==> src/hw/rtl/i2c_ram_pkg.sv <==
// shared types, constants and sequencing helpers of the i2c register access master
`default_nettype none

package i2c_ram_pkg;

  // reset value of the seven-bit slave address
  localparam logic [6:0] DevAddrReset = 7'd109;

  // tick queue between front and back
  localparam int unsigned QueuePtrW  = 2;
  localparam int unsigned QueueDepth = 1 << QueuePtrW;

  // command codes
  typedef enum logic [1:0] {
    CMD_NONE  = 2'd0,
    CMD_WRITE = 2'd1,
    CMD_READ  = 2'd2,
    CMD_RSVD  = 2'd3
  } cmd_e;

  // sequencer steps, one-hot
  typedef enum logic [13:0] {
    S_IDLE   = 14'h0001,
    S_START  = 14'h0002,
    S_DEVW   = 14'h0004,
    S_ACK1   = 14'h0008,
    S_REG    = 14'h0010,
    S_ACK2   = 14'h0020,
    S_DATA   = 14'h0040,
    S_ACK3   = 14'h0080,
    S_RSTART = 14'h0100,
    S_DEVR   = 14'h0200,
    S_ACK4   = 14'h0400,
    S_RECV   = 14'h0800,
    S_MNACK  = 14'h1000,
    S_STOP   = 14'h2000
  } step_e;

  // one classified bus tick
  typedef struct packed {
    logic       go;
    logic       is_read;
    logic [7:0] reg_addr;
    logic [7:0] wr_data;
    logic       sda;
  } item_t;

  // step that follows a finished segment
  function automatic step_e next_step(step_e s, logic rd);
    step_e n;
    case (s)
      S_START:  n = S_DEVW;
      S_DEVW:   n = S_ACK1;
      S_ACK1:   n = S_REG;
      S_REG:    n = S_ACK2;
      S_ACK2:   n = rd ? S_RSTART : S_DATA;
      S_DATA:   n = S_ACK3;
      S_ACK3:   n = S_STOP;
      S_RSTART: n = S_DEVR;
      S_DEVR:   n = S_ACK4;
      S_ACK4:   n = S_RECV;
      S_RECV:   n = S_MNACK;
      S_MNACK:  n = S_STOP;
      default:  n = S_IDLE;
    endcase
    return n;
  endfunction

endpackage

`default_nettype wire

==> src/hw/rtl/i2c_ram_front.sv <==
// front end: takes bus ticks and decodes the command into a queue item
`default_nettype none

module i2c_ram_front
  import i2c_ram_pkg::*;
(
  input  wire logic       in_valid_i,
  output logic            in_ready_o,
  input  wire logic [1:0] command_i,
  input  wire logic [7:0] register_address_i,
  input  wire logic [7:0] write_data_i,
  input  wire logic       sda_in_i,
  output logic            push_o,
  output item_t           item_o,
  input  wire logic       full_i
);

  cmd_e cmd;

  // transfer handshake toward the queue
  assign in_ready_o = !full_i;
  assign push_o     = in_valid_i && !full_i;

  // command decode, the reserved code acts like no command
  always_comb begin
    cmd = cmd_e'(command_i);
    item_o.go       = 1'b0;
    item_o.is_read  = 1'b0;
    case (cmd)
      CMD_WRITE: item_o.go = 1'b1;
      CMD_READ: begin
        item_o.go      = 1'b1;
        item_o.is_read = 1'b1;
      end
      default: item_o.go = 1'b0;
    endcase
    item_o.reg_addr = register_address_i;
    item_o.wr_data  = write_data_i;
    item_o.sda      = sda_in_i;
  end

endmodule

`default_nettype wire

==> src/hw/rtl/i2c_ram_queue.sv <==
// small tick queue between front and back
`default_nettype none

module i2c_ram_queue
  import i2c_ram_pkg::*;
(
  input  wire logic  clk_i,
  input  wire logic  rst_ni,
  input  wire logic  push_i,
  input  item_t      item_i,
  output logic       full_o,
  output logic       valid_o,
  output item_t      item_o,
  input  wire logic  pop_i
);

  item_t                mem_q [QueueDepth];
  logic [QueuePtrW-1:0] wr_ptr_q, rd_ptr_q;
  logic [QueuePtrW:0]   count_q;

  assign full_o  = count_q == (QueuePtrW+1)'(QueueDepth);
  assign valid_o = count_q != '0;
  assign item_o  = mem_q[rd_ptr_q];

  // entry storage
  always_ff @(posedge clk_i) begin
    if (push_i) begin
      mem_q[wr_ptr_q] <= item_i;
    end
  end

  // pointers and fill count
  always_ff @(posedge clk_i or negedge rst_ni) begin
    if (!rst_ni) begin
      wr_ptr_q <= '0;
      rd_ptr_q <= '0;
      count_q  <= '0;
    end else begin
      if (push_i) begin
        wr_ptr_q <= wr_ptr_q + 1'b1;
      end
      if (pop_i) begin
        rd_ptr_q <= rd_ptr_q + 1'b1;
      end
      if (push_i && !pop_i) begin
        count_q <= count_q + 1'b1;
      end else if (pop_i && !push_i) begin
        count_q <= count_q - 1'b1;
      end
    end
  end

endmodule

`default_nettype wire

==> src/hw/rtl/i2c_ram_back.sv <==
// back end: bus sequencer, address register and result register
`default_nettype none

module i2c_ram_back
  import i2c_ram_pkg::*;
(
  input  wire logic       clk_i,
  input  wire logic       rst_ni,
  input  wire logic       cfg_we_i,
  input  wire logic [6:0] cfg_wdata_i,
  input  wire logic       item_valid_i,
  input  item_t           item_i,
  output logic            pop_o,
  output logic            out_valid_o,
  input  wire logic       out_ready_i,
  output logic            scl_o,
  output logic            sda_out_o,
  output logic            busy_res_o,
  output logic            done_res_o,
  output logic [7:0]      read_data_o,
  output logic            nack_seen_o
);

  step_e      state_q, state_d, cur;
  logic [2:0] bitpos_q, bitpos_d;
  logic       half_q, half_d;
  logic       is_read_q, is_read_d;
  logic [7:0] reg_q, reg_d;
  logic [7:0] data_q, data_d;
  logic [7:0] rx_q, rx_d;
  logic       nack_q, nack_d;
  logic [6:0] dev_addr_q;
  logic [7:0] tx_byte;
  logic       scl, sdo, busy, done;
  logic       out_valid_q;
  logic       scl_q, sda_q, busy_q, done_q;

  // one tick is executed whenever the result register is free or drains
  assign pop_o = item_valid_i && (!out_valid_q || out_ready_i);

  // sequencer step for the tick at the head of the queue
  always_comb begin
    state_d   = state_q;
    bitpos_d  = bitpos_q;
    half_d    = half_q;
    is_read_d = is_read_q;
    reg_d     = reg_q;
    data_d    = data_q;
    rx_d      = rx_q;
    nack_d    = nack_q;
    scl       = 1'b1;
    sdo       = 1'b1;
    busy      = 1'b0;
    done      = 1'b0;
    cur       = state_q;

    // a command taken while idle starts the transaction on this same tick
    if (state_q == S_IDLE && item_i.go) begin
      cur       = S_START;
      is_read_d = item_i.is_read;
      reg_d     = item_i.reg_addr;
      data_d    = item_i.wr_data;
      nack_d    = 1'b0;
      bitpos_d  = '0;
      half_d    = 1'b0;
    end

    case (cur)
      S_DEVW:  tx_byte = {dev_addr_q, 1'b0};
      S_REG:   tx_byte = reg_q;
      S_DATA:  tx_byte = data_q;
      default: tx_byte = {dev_addr_q, 1'b1};
    endcase

    state_d = cur;
    case (cur)
      // start and repeated start
      S_START, S_RSTART: begin
        busy = 1'b1;
        scl  = bitpos_d < 3'd2;
        sdo  = bitpos_d == 3'd0;
        if (bitpos_d >= 3'd2) begin
          bitpos_d = '0;
          state_d  = next_step(cur, is_read_d);
        end else begin
          bitpos_d = bitpos_d + 3'd1;
        end
      end
      // stop, last tick flags done
      S_STOP: begin
        busy = 1'b1;
        scl  = bitpos_d != 3'd0;
        sdo  = bitpos_d == 3'd2;
        done = bitpos_d >= 3'd2;
        if (bitpos_d >= 3'd2) begin
          bitpos_d = '0;
          state_d  = next_step(cur, is_read_d);
        end else begin
          bitpos_d = bitpos_d + 3'd1;
        end
      end
      // clocked bit slots: sent bits, received bits, acks, master nack
      S_DEVW, S_REG, S_DATA, S_DEVR, S_RECV,
      S_ACK1, S_ACK2, S_ACK3, S_ACK4, S_MNACK: begin
        busy = 1'b1;
        scl  = !half_d;
        if (cur == S_DEVW || cur == S_REG || cur == S_DATA || cur == S_DEVR) begin
          sdo = tx_byte[~bitpos_d];
        end
        if (!half_d) begin
          if (cur == S_RECV) begin
            rx_d = {rx_q[6:0], item_i.sda};
          end else if (cur == S_ACK1 || cur == S_ACK2 || cur == S_ACK3 ||
                       cur == S_ACK4) begin
            nack_d = nack_d | item_i.sda;
          end
          half_d = 1'b1;
        end else begin
          half_d = 1'b0;
          if ((cur == S_DEVW || cur == S_REG || cur == S_DATA || cur == S_DEVR ||
               cur == S_RECV) && bitpos_d != 3'd7) begin
            bitpos_d = bitpos_d + 3'd1;
          end else begin
            bitpos_d = '0;
            state_d  = next_step(cur, is_read_d);
          end
        end
      end
      default: state_d = S_IDLE;
    endcase
  end

  // device address register
  always_ff @(posedge clk_i or negedge rst_ni) begin
    if (!rst_ni) begin
      dev_addr_q <= DevAddrReset;
    end else if (cfg_we_i) begin
      dev_addr_q <= cfg_wdata_i;
    end
  end

  // sequencer state, advanced once per executed tick
  always_ff @(posedge clk_i or negedge rst_ni) begin
    if (!rst_ni) begin
      state_q   <= S_IDLE;
      bitpos_q  <= '0;
      half_q    <= 1'b0;
      is_read_q <= 1'b0;
      reg_q     <= '0;
      data_q    <= '0;
      rx_q      <= '0;
      nack_q    <= 1'b0;
    end else if (pop_o) begin
      state_q   <= state_d;
      bitpos_q  <= bitpos_d;
      half_q    <= half_d;
      is_read_q <= is_read_d;
      reg_q     <= reg_d;
      data_q    <= data_d;
      rx_q      <= rx_d;
      nack_q    <= nack_d;
    end
  end

  // result register valid
  always_ff @(posedge clk_i or negedge rst_ni) begin
    if (!rst_ni) begin
      out_valid_q <= 1'b0;
    end else if (pop_o) begin
      out_valid_q <= 1'b1;
    end else if (out_ready_i) begin
      out_valid_q <= 1'b0;
    end
  end

  // result payload
  always_ff @(posedge clk_i) begin
    if (pop_o) begin
      scl_q  <= scl;
      sda_q  <= sdo;
      busy_q <= busy;
      done_q <= done;
    end
  end

  assign out_valid_o = out_valid_q;
  assign scl_o       = scl_q;
  assign sda_out_o   = sda_q;
  assign busy_res_o  = busy_q;
  assign done_res_o  = done_q;
  assign read_data_o = rx_q;
  assign nack_seen_o = nack_q;

  // the final stop tick releases both lines inside a transaction
  assert property (@(posedge clk_i) disable iff (!rst_ni)
    out_valid_q && done_q |-> busy_q && scl_q && sda_q)
    else $error("done tick without released bus");

  // an idle tick leaves both lines released
  assert property (@(posedge clk_i) disable iff (!rst_ni)
    out_valid_q && !busy_q |-> scl_q && sda_q && !done_q)
    else $error("idle tick drives the bus");

  // a done tick returns the sequencer to idle
  assert property (@(posedge clk_i) disable iff (!rst_ni)
    pop_o && done |=> state_q == S_IDLE)
    else $error("sequencer not idle after stop");

endmodule

`default_nettype wire

==> src/hw/rtl/i2c_register_access_master.sv <==
// top level of the i2c register access master
`default_nettype none

// channel  direction  handshake                   payload
// in       input      in_valid_i / in_ready_o     command, register_address, write_data, sda_in
// out      output     out_valid_o / out_ready_i   scl, sda_out, busy_res, done_res, read_data,
//                                                 nack_seen
// cfg      input      cfg_we_i                    cfg_wdata_i (device address)
//
// one bus tick in gives one result out; one tick per cycle is sustained while out_ready_i
// keeps the result register draining, as the back end runs one sequencer step per tick.
// each tick passes through the four-entry tick queue and then the back end's result register.
// reset is asynchronous, active low, and leaves the sequencer idle with address 109.
// a stalled output fills the queue, then in_ready_o drops; the front keeps taking
// ticks until the queue is full.

module i2c_register_access_master
  import i2c_ram_pkg::*;
(
  input  wire logic       clk_i,
  input  wire logic       rst_ni,
  input  wire logic       cfg_we_i,
  input  wire logic [6:0] cfg_wdata_i,
  input  wire logic       in_valid_i,
  output logic            in_ready_o,
  input  wire logic [1:0] command_i,
  input  wire logic [7:0] register_address_i,
  input  wire logic [7:0] write_data_i,
  input  wire logic       sda_in_i,
  output logic            out_valid_o,
  input  wire logic       out_ready_i,
  output logic            scl_o,
  output logic            sda_out_o,
  output logic            busy_res_o,
  output logic            done_res_o,
  output logic [7:0]      read_data_o,
  output logic            nack_seen_o
);

  logic  push, full, head_valid, pop;
  item_t front_item, head_item;

  i2c_ram_front u_front (
    .in_valid_i         (in_valid_i),
    .in_ready_o         (in_ready_o),
    .command_i          (command_i),
    .register_address_i (register_address_i),
    .write_data_i       (write_data_i),
    .sda_in_i           (sda_in_i),
    .push_o             (push),
    .item_o             (front_item),
    .full_i             (full)
  );

  i2c_ram_queue u_queue (
    .clk_i   (clk_i),
    .rst_ni  (rst_ni),
    .push_i  (push),
    .item_i  (front_item),
    .full_o  (full),
    .valid_o (head_valid),
    .item_o  (head_item),
    .pop_i   (pop)
  );

  i2c_ram_back u_back (
    .clk_i        (clk_i),
    .rst_ni       (rst_ni),
    .cfg_we_i     (cfg_we_i),
    .cfg_wdata_i  (cfg_wdata_i),
    .item_valid_i (head_valid),
    .item_i       (head_item),
    .pop_o        (pop),
    .out_valid_o  (out_valid_o),
    .out_ready_i  (out_ready_i),
    .scl_o        (scl_o),
    .sda_out_o    (sda_out_o),
    .busy_res_o   (busy_res_o),
    .done_res_o   (done_res_o),
    .read_data_o  (read_data_o),
    .nack_seen_o  (nack_seen_o)
  );

endmodule

`default_nettype wire
==> config.mk <==
export PLATFORM = sky130hd
export DESIGN_NAME = i2c_register_access_master
export DESIGN_NICKNAME = d
export VERILOG_FILES = /design/src/hw/rtl/i2c_ram_pkg.sv /design/src/hw/rtl/i2c_ram_front.sv /design/src/hw/rtl/i2c_ram_queue.sv /design/src/hw/rtl/i2c_ram_back.sv /design/src/hw/rtl/i2c_register_access_master.sv
export SDC_FILE = /design/constraint.sdc
export NUM_CORES = 1
export LEC_CHECK = 0
export ABC_AREA = 1
export BUFFER_PORTS_ARGS = -buffer_cell sky130_fd_sc_hd__clkbuf_2
export CAP_MARGIN = 30
export CORE_MARGIN = 1
export CORE_UTILIZATION = 65
export CTS_CLUSTER_DIAMETER = 40
export DETAILED_ROUTE_END_ITERATION = 12
export PLACE_DENSITY = 0.85
export SLEW_MARGIN = 10
export SYNTH_ARGS = -nofsm -noshare
export SYNTH_HDL_FRONTEND = slang
export SYNTH_SLANG_ARGS = --single-unit
==> constraint.sdc <==
create_clock -name clk_i -period 4.7 [get_ports clk_i]
set_input_delay 0.705 -clock clk_i [delete_from_list [all_inputs] [get_ports clk_i]]
set_output_delay 0.705 -clock clk_i [all_outputs]
set_load 0.02 [all_outputs]
==> run_summary.xml <==
<?xml version="1.0" encoding="UTF-8"?>
<metrics>
  <group name="critical_path">
    <metric name="setup.worst_path.end_class" unit="">flip-flop</metric>
    <metric name="data_arrival_critical_path" unit="ns">3.61</metric>
    <metric name="timing.setup.critical_path_class" unit="">flip-flop to flip-flop</metric>
    <metric name="cp_max_fo" unit="">38</metric>
    <metric name="critical_path_required" unit="ns">5.12</metric>
    <metric name="timing.reg2reg.worst_path_depth" unit="">14</metric>
    <metric name="critPathLaunchType" unit="">flip-flop</metric>
  </group>
  <group name="sta">
    <metric name="layout_min_cycle_time" unit="ns">3.19</metric>
    <metric name="hold_ws" unit="ns">0.193</metric>
    <metric name="fin_skew" unit="ns">0.0104</metric>
    <metric name="number_of_hold_violations_in_the_final_report" unit="">0</metric>
    <metric name="setup_tns" unit="ns">0</metric>
    <metric name="setup_viol" unit="">0</metric>
    <metric name="achievable-frequency" unit="MHz">313</metric>
    <metric name="min_period_over_period" unit="%">68.0</metric>
    <metric name="rsz_0062_raised_after_global_routing" unit="">false</metric>
    <metric name="finalMaxSlewViolations" unit="">0</metric>
    <metric name="worst-slew-pin-transition" unit="ns">0.691</metric>
    <metric name="max-slew-margin-rel" unit="%">53.9</metric>
  </group>
  <group name="power">
    <metric name="share_seq_of_total_power" unit="%">37.0</metric>
    <metric name="power.internal" unit="mW">2.97</metric>
    <metric name="net-switching-power" unit="mW">1.88</metric>
    <metric name="power.leakage" unit="nW">3.47</metric>
    <metric name="power.share.clock" unit="%">29.3</metric>
    <metric name="ir_drop" unit="mV">0.556</metric>
    <metric name="total_power_density_per_cell_area" unit="nW/µm²">614</metric>
    <metric name="power.share.switching" unit="%">38.8</metric>
    <metric name="power_frac_comb" unit="%">33.7</metric>
  </group>
  <group name="routing">
    <metric name="vias_per_cell" unit="">6.13</metric>
    <metric name="detail_route.drc_violations" unit="">0</metric>
    <metric name="highest_layer" unit="">met4</metric>
    <metric name="dr_wl_met3" unit="µm">1260</metric>
    <metric name="via_count" unit="">5313</metric>
    <metric name="met2RoutedLength" unit="µm">8420</metric>
    <metric name="drt-total-wl" unit="µm">16500</metric>
    <metric name="postRouteAntennaNets" unit="">0</metric>
    <metric name="dr.pass1.iters" unit="">5</metric>
    <metric name="wire_per_inst" unit="µm">19.1</metric>
    <metric name="wl_met1" unit="µm">6170</metric>
    <metric name="drtIter0Drc" unit="">368</metric>
  </group>
  <group name="cells_and_area">
    <metric name="area_growth" unit="%">14.9</metric>
    <metric name="antennaDiodeCount" unit="">0</metric>
    <metric name="fillerInstances" unit="">653</metric>
    <metric name="final-seq-area" unit="µm²">3890</metric>
    <metric name="final_net_count" unit="">761</metric>
    <metric name="multiInputGateArea" unit="µm²">2640</metric>
    <metric name="drive_gt1_share" unit="%">24.8</metric>
  </group>
  <group name="logic_synthesis">
    <metric name="synth_seq_area_share" unit="%">56.5</metric>
    <metric name="synth.top_cells.by_area" unit="">sky130_fd_sc_hd__edfxtp_1 35%, sky130_fd_sc_hd__dfrtp_1 19%, sky130_fd_sc_hd__nand2_1 5.0%</metric>
    <metric name="syn-cell-area" unit="µm²">6880</metric>
    <metric name="ys_ff_latch" unit="">139</metric>
    <metric name="syn-instance-count" unit="">666</metric>
    <metric name="synthArstFlopShare" unit="%">42.4</metric>
    <metric name="mappedNetlistNets" unit="">709</metric>
    <metric name="yosys_most_used_dff" unit="">sky130_fd_sc_hd__edfxtp_1</metric>
    <metric name="synth_enable_flop_cells" unit="">80</metric>
    <metric name="post-synth-top-area-cell" unit="">sky130_fd_sc_hd__edfxtp_1</metric>
    <metric name="ys_warn_count" unit="">0</metric>
    <metric name="synth_top_area_share" unit="%">34.9</metric>
    <metric name="yosys.cell_types.count" unit="">49</metric>
    <metric name="avgSynthCellArea" unit="µm²">10.3</metric>
  </group>
  <group name="die">
    <metric name="rows" unit="">37</metric>
    <metric name="core" unit="µm²">10300</metric>
    <metric name="io_pins" unit="">46</metric>
    <metric name="initial_utilization" unit="%">66.9</metric>
    <metric name="fp.dieW" unit="µm">105</metric>
    <metric name="design.die.area" unit="µm²">11000</metric>
    <metric name="die_h" unit="µm">105</metric>
  </group>
  <group name="clocking">
    <metric name="ctsHtreeMaxLevel" unit="">4</metric>
    <metric name="cts_resized" unit="">0</metric>
    <metric name="cts-root-buf" unit="">sky130_fd_sc_hd__clkbuf_8</metric>
    <metric name="clock_latency" unit="ns">0.54</metric>
    <metric name="postCtsSetupRepairBufs" unit="">0</metric>
    <metric name="cts_max_path_buffers" unit="">2</metric>
    <metric name="tritoncts.num_buffers" unit="">17</metric>
    <metric name="tritoncts_num_sinks" unit="">139</metric>
    <metric name="cts_tree" unit="">done</metric>
    <metric name="clkTransAtPathRegs" unit="ns">0.07</metric>
    <metric name="ctsHoldBuffers" unit="">0</metric>
  </group>
  <group name="global_routing">
    <metric name="grt_first_pass_wirelength" unit="µm">26600</metric>
    <metric name="antenna_found_initial" unit="">0</metric>
    <metric name="grt_overflow_total" unit="">0</metric>
    <metric name="via_count_of_the_first_global_routing_pass" unit="">5478</metric>
    <metric name="grt_usage" unit="%">32.1</metric>
    <metric name="grt_start_max_net_pins" unit="">41</metric>
  </group>
  <group name="min_path">
    <metric name="min_delay_path_class" unit="">input port to async pin</metric>
  </group>
  <group name="flow_run">
    <metric name="max_cap_viol_count" unit="">0</metric>
  </group>
  <group name="place">
    <metric name="place.detailed.hpwl" unit="µm">10800</metric>
    <metric name="numPortBuffers" unit="">45</metric>
    <metric name="replace_congestion" unit="">0.989</metric>
  </group>
  <group name="run_status">
    <metric name="result_of_the_run" unit="">finished, final reports clean</metric>
  </group>
</metrics>
power groups by stage:
stage                     logic (mW)  registers, mW  clock network (mW)
after CTS                       1.61           1.79                1.44
after floorplan                 1.18           1.75                   0
final                           1.64           1.79                1.42
after global routing            1.79           1.82                1.49
after global placement          1.52           1.79                   0
after detailed placement        1.57           1.80                   0
synth_stat cells (3+ instances only):
library cell and number:
sky130_fd_sc_hd__o21ai_1 12, sky130_fd_sc_hd__nand3_2 6, sky130_fd_sc_hd__ha_1 11, sky130_fd_sc_hd__inv_2 7, sky130_fd_sc_hd__o211ai_1 3, sky130_fd_sc_hd__o22ai_1 17
sky130_fd_sc_hd__nor2_2 7, sky130_fd_sc_hd__nand2_1 91, sky130_fd_sc_hd__xor2_1 4, sky130_fd_sc_hd__nor3_1 8, sky130_fd_sc_hd__o21ai_0 51, sky130_fd_sc_hd__nand3_4 3
sky130_fd_sc_hd__edfxtp_1 80, sky130_fd_sc_hd__nor2_4 6, sky130_fd_sc_hd__nand2_2 13, sky130_fd_sc_hd__a31oi_1 4, sky130_fd_sc_hd__dfrtp_1 53, sky130_fd_sc_hd__mux2_2 27
sky130_fd_sc_hd__nand2_4 5, sky130_fd_sc_hd__buf_2 3, sky130_fd_sc_hd__clkbuf_1 16, sky130_fd_sc_hd__nand4_1 19, sky130_fd_sc_hd__nor2_1 72, sky130_fd_sc_hd__inv_1 63
sky130_fd_sc_hd__nand3_1 36, sky130_fd_sc_hd__a21oi_1 12, sky130_fd_sc_hd__dfstp_2 6
metrics by stage:
| step | util, % | cell area [µm²] | instances | worst slack (ns) | total power [mW] |
|---|---|---|---|---|---|
| final | 76.9 | 7900 | 867 | 1.51 | 4.85 |
| after floorplan | - | 6880 | 666 | 2.21 | 2.93 |
| after global placement | 70.6 | 7250 | 834 | 1.57 | 3.30 |
| after detailed placement | 70.6 | 7250 | 834 | 1.57 | 3.38 |
| after CTS | 76.8 | 7890 | 866 | 1.53 | 4.84 |
| after global routing | 76.9 | 7900 | 867 | 1.33 | 5.09 |
worst paths after layout:
path	startpoint	endpoint	slack, ns
min	rst_ni	u_back.nack_seen_o	0.19
min reg2reg	u_back.read_data_o[7]	u_back.read_data_o[7]	0.50
max	u_queue.rd_ptr_q[0]	u_back.read_data_o[1]	1.51
min in group clk_i	out_ready_i	u_back.out_valid_o	0.36
max in group asynchronous	rst_ni	u_back.dev_addr_q[0]	3.58
max reg2reg	u_queue.rd_ptr_q[0]	u_back.read_data_o[1]	1.51
per-layer routing:
layer / GRT usage (%) / vias up
met5: 0 / -
met4: 20.4 / 0
met3: 7.67 / 69
met2: 53.7 / 278
met1: 37.0 / 2545
li1: - / 2421
cell families (layout without fill, tap and decap cells):
| group | count (synthesis) | after routing | synth area share (%) |
|---|---|---|---|
| DFF | 139 | 139 | 56.5 |
| muxes | 29 | 29 | 4.75 |
| xor gates and xnor gates | 5 | 5 | 0.637 |
| adders and majority gates | 12 | 12 | 2.29 |
| and+or+nand+nor | 280 | 280 | 21.4 |
| buffers and inverters | 94 | 159 | 5.40 |
| AOI/OAI and AO/OA | 107 | 107 | 9.00 |
layout by cell type (no fill, tap or decap), types with 5 or more instances in the layout:
| cell type | count |
|---|---|
| sky130_fd_sc_hd__a21oi_1 | 12 |
| sky130_fd_sc_hd__buf_4 | 9 |
| sky130_fd_sc_hd__clkbuf_16 | 16 |
| sky130_fd_sc_hd__clkbuf_2 | 45 |
| sky130_fd_sc_hd__dfrtp_1 | 53 |
| sky130_fd_sc_hd__dfstp_2 | 6 |
| sky130_fd_sc_hd__edfxtp_1 | 80 |
| sky130_fd_sc_hd__ha_1 | 11 |
| sky130_fd_sc_hd__inv_1 | 63 |
| sky130_fd_sc_hd__inv_2 | 7 |
| sky130_fd_sc_hd__inv_6 | 5 |
| sky130_fd_sc_hd__mux2_2 | 27 |
| sky130_fd_sc_hd__nand2_1 | 91 |
| sky130_fd_sc_hd__nand2_2 | 13 |
| sky130_fd_sc_hd__nand2_4 | 5 |
| sky130_fd_sc_hd__nand3_1 | 36 |
| sky130_fd_sc_hd__nand3_2 | 6 |
| sky130_fd_sc_hd__nand4_1 | 19 |
| sky130_fd_sc_hd__nor2_1 | 72 |
| sky130_fd_sc_hd__nor2_2 | 7 |
| sky130_fd_sc_hd__nor2_4 | 6 |
| sky130_fd_sc_hd__nor3_1 | 8 |
| sky130_fd_sc_hd__o21ai_0 | 51 |
| sky130_fd_sc_hd__o21ai_1 | 12 |
| sky130_fd_sc_hd__o22ai_1 | 17 |
cell type report:
class / count / area share [%]
sequential: 139 / 49.2
tap: 136 / 2.15
clock buffer: 17 / 5.24
inverter: 72 / 3.42
clock inverter: 15 / 2.79
multi-input combinational: 433 / 33.3
timing repair buffer: 55 / 3.89
flip-flops by register name (all words and copies together) (netlist names), 2 cells and up:
name                count
u_back.reg_q            8
u_back.state_q         14
u_queue.mem_q          76
u_back.data_q           8
u_back.read_data_o      8
u_queue.count_q         3
u_queue.rd_ptr_q        2
u_queue.wr_ptr_q        2
u_back.dev_addr_q       7
u_back.bitpos_q         3
worst max-delay path, stage by stage, from the launching register on:
cell and delay (ns):
sky130_fd_sc_hd__dfrtp_1 0.39, sky130_fd_sc_hd__inv_2 0.47, sky130_fd_sc_hd__nand2_1 0.16, sky130_fd_sc_hd__nand3_2 0.11
sky130_fd_sc_hd__nand2_2 0.12, sky130_fd_sc_hd__nand3_4 0.14, sky130_fd_sc_hd__nand3_2 0.11, sky130_fd_sc_hd__nor3_1 0.29
sky130_fd_sc_hd__nand2_2 0.20, sky130_fd_sc_hd__nand3_2 0.17, sky130_fd_sc_hd__nor2_4 0.06, sky130_fd_sc_hd__nand3_4 0.09
sky130_fd_sc_hd__ha_1 0.22, sky130_fd_sc_hd__nand3_4 0.17, sky130_fd_sc_hd__mux2_1 0.37
No activity file was read; power rests on OpenSTA's default activity.
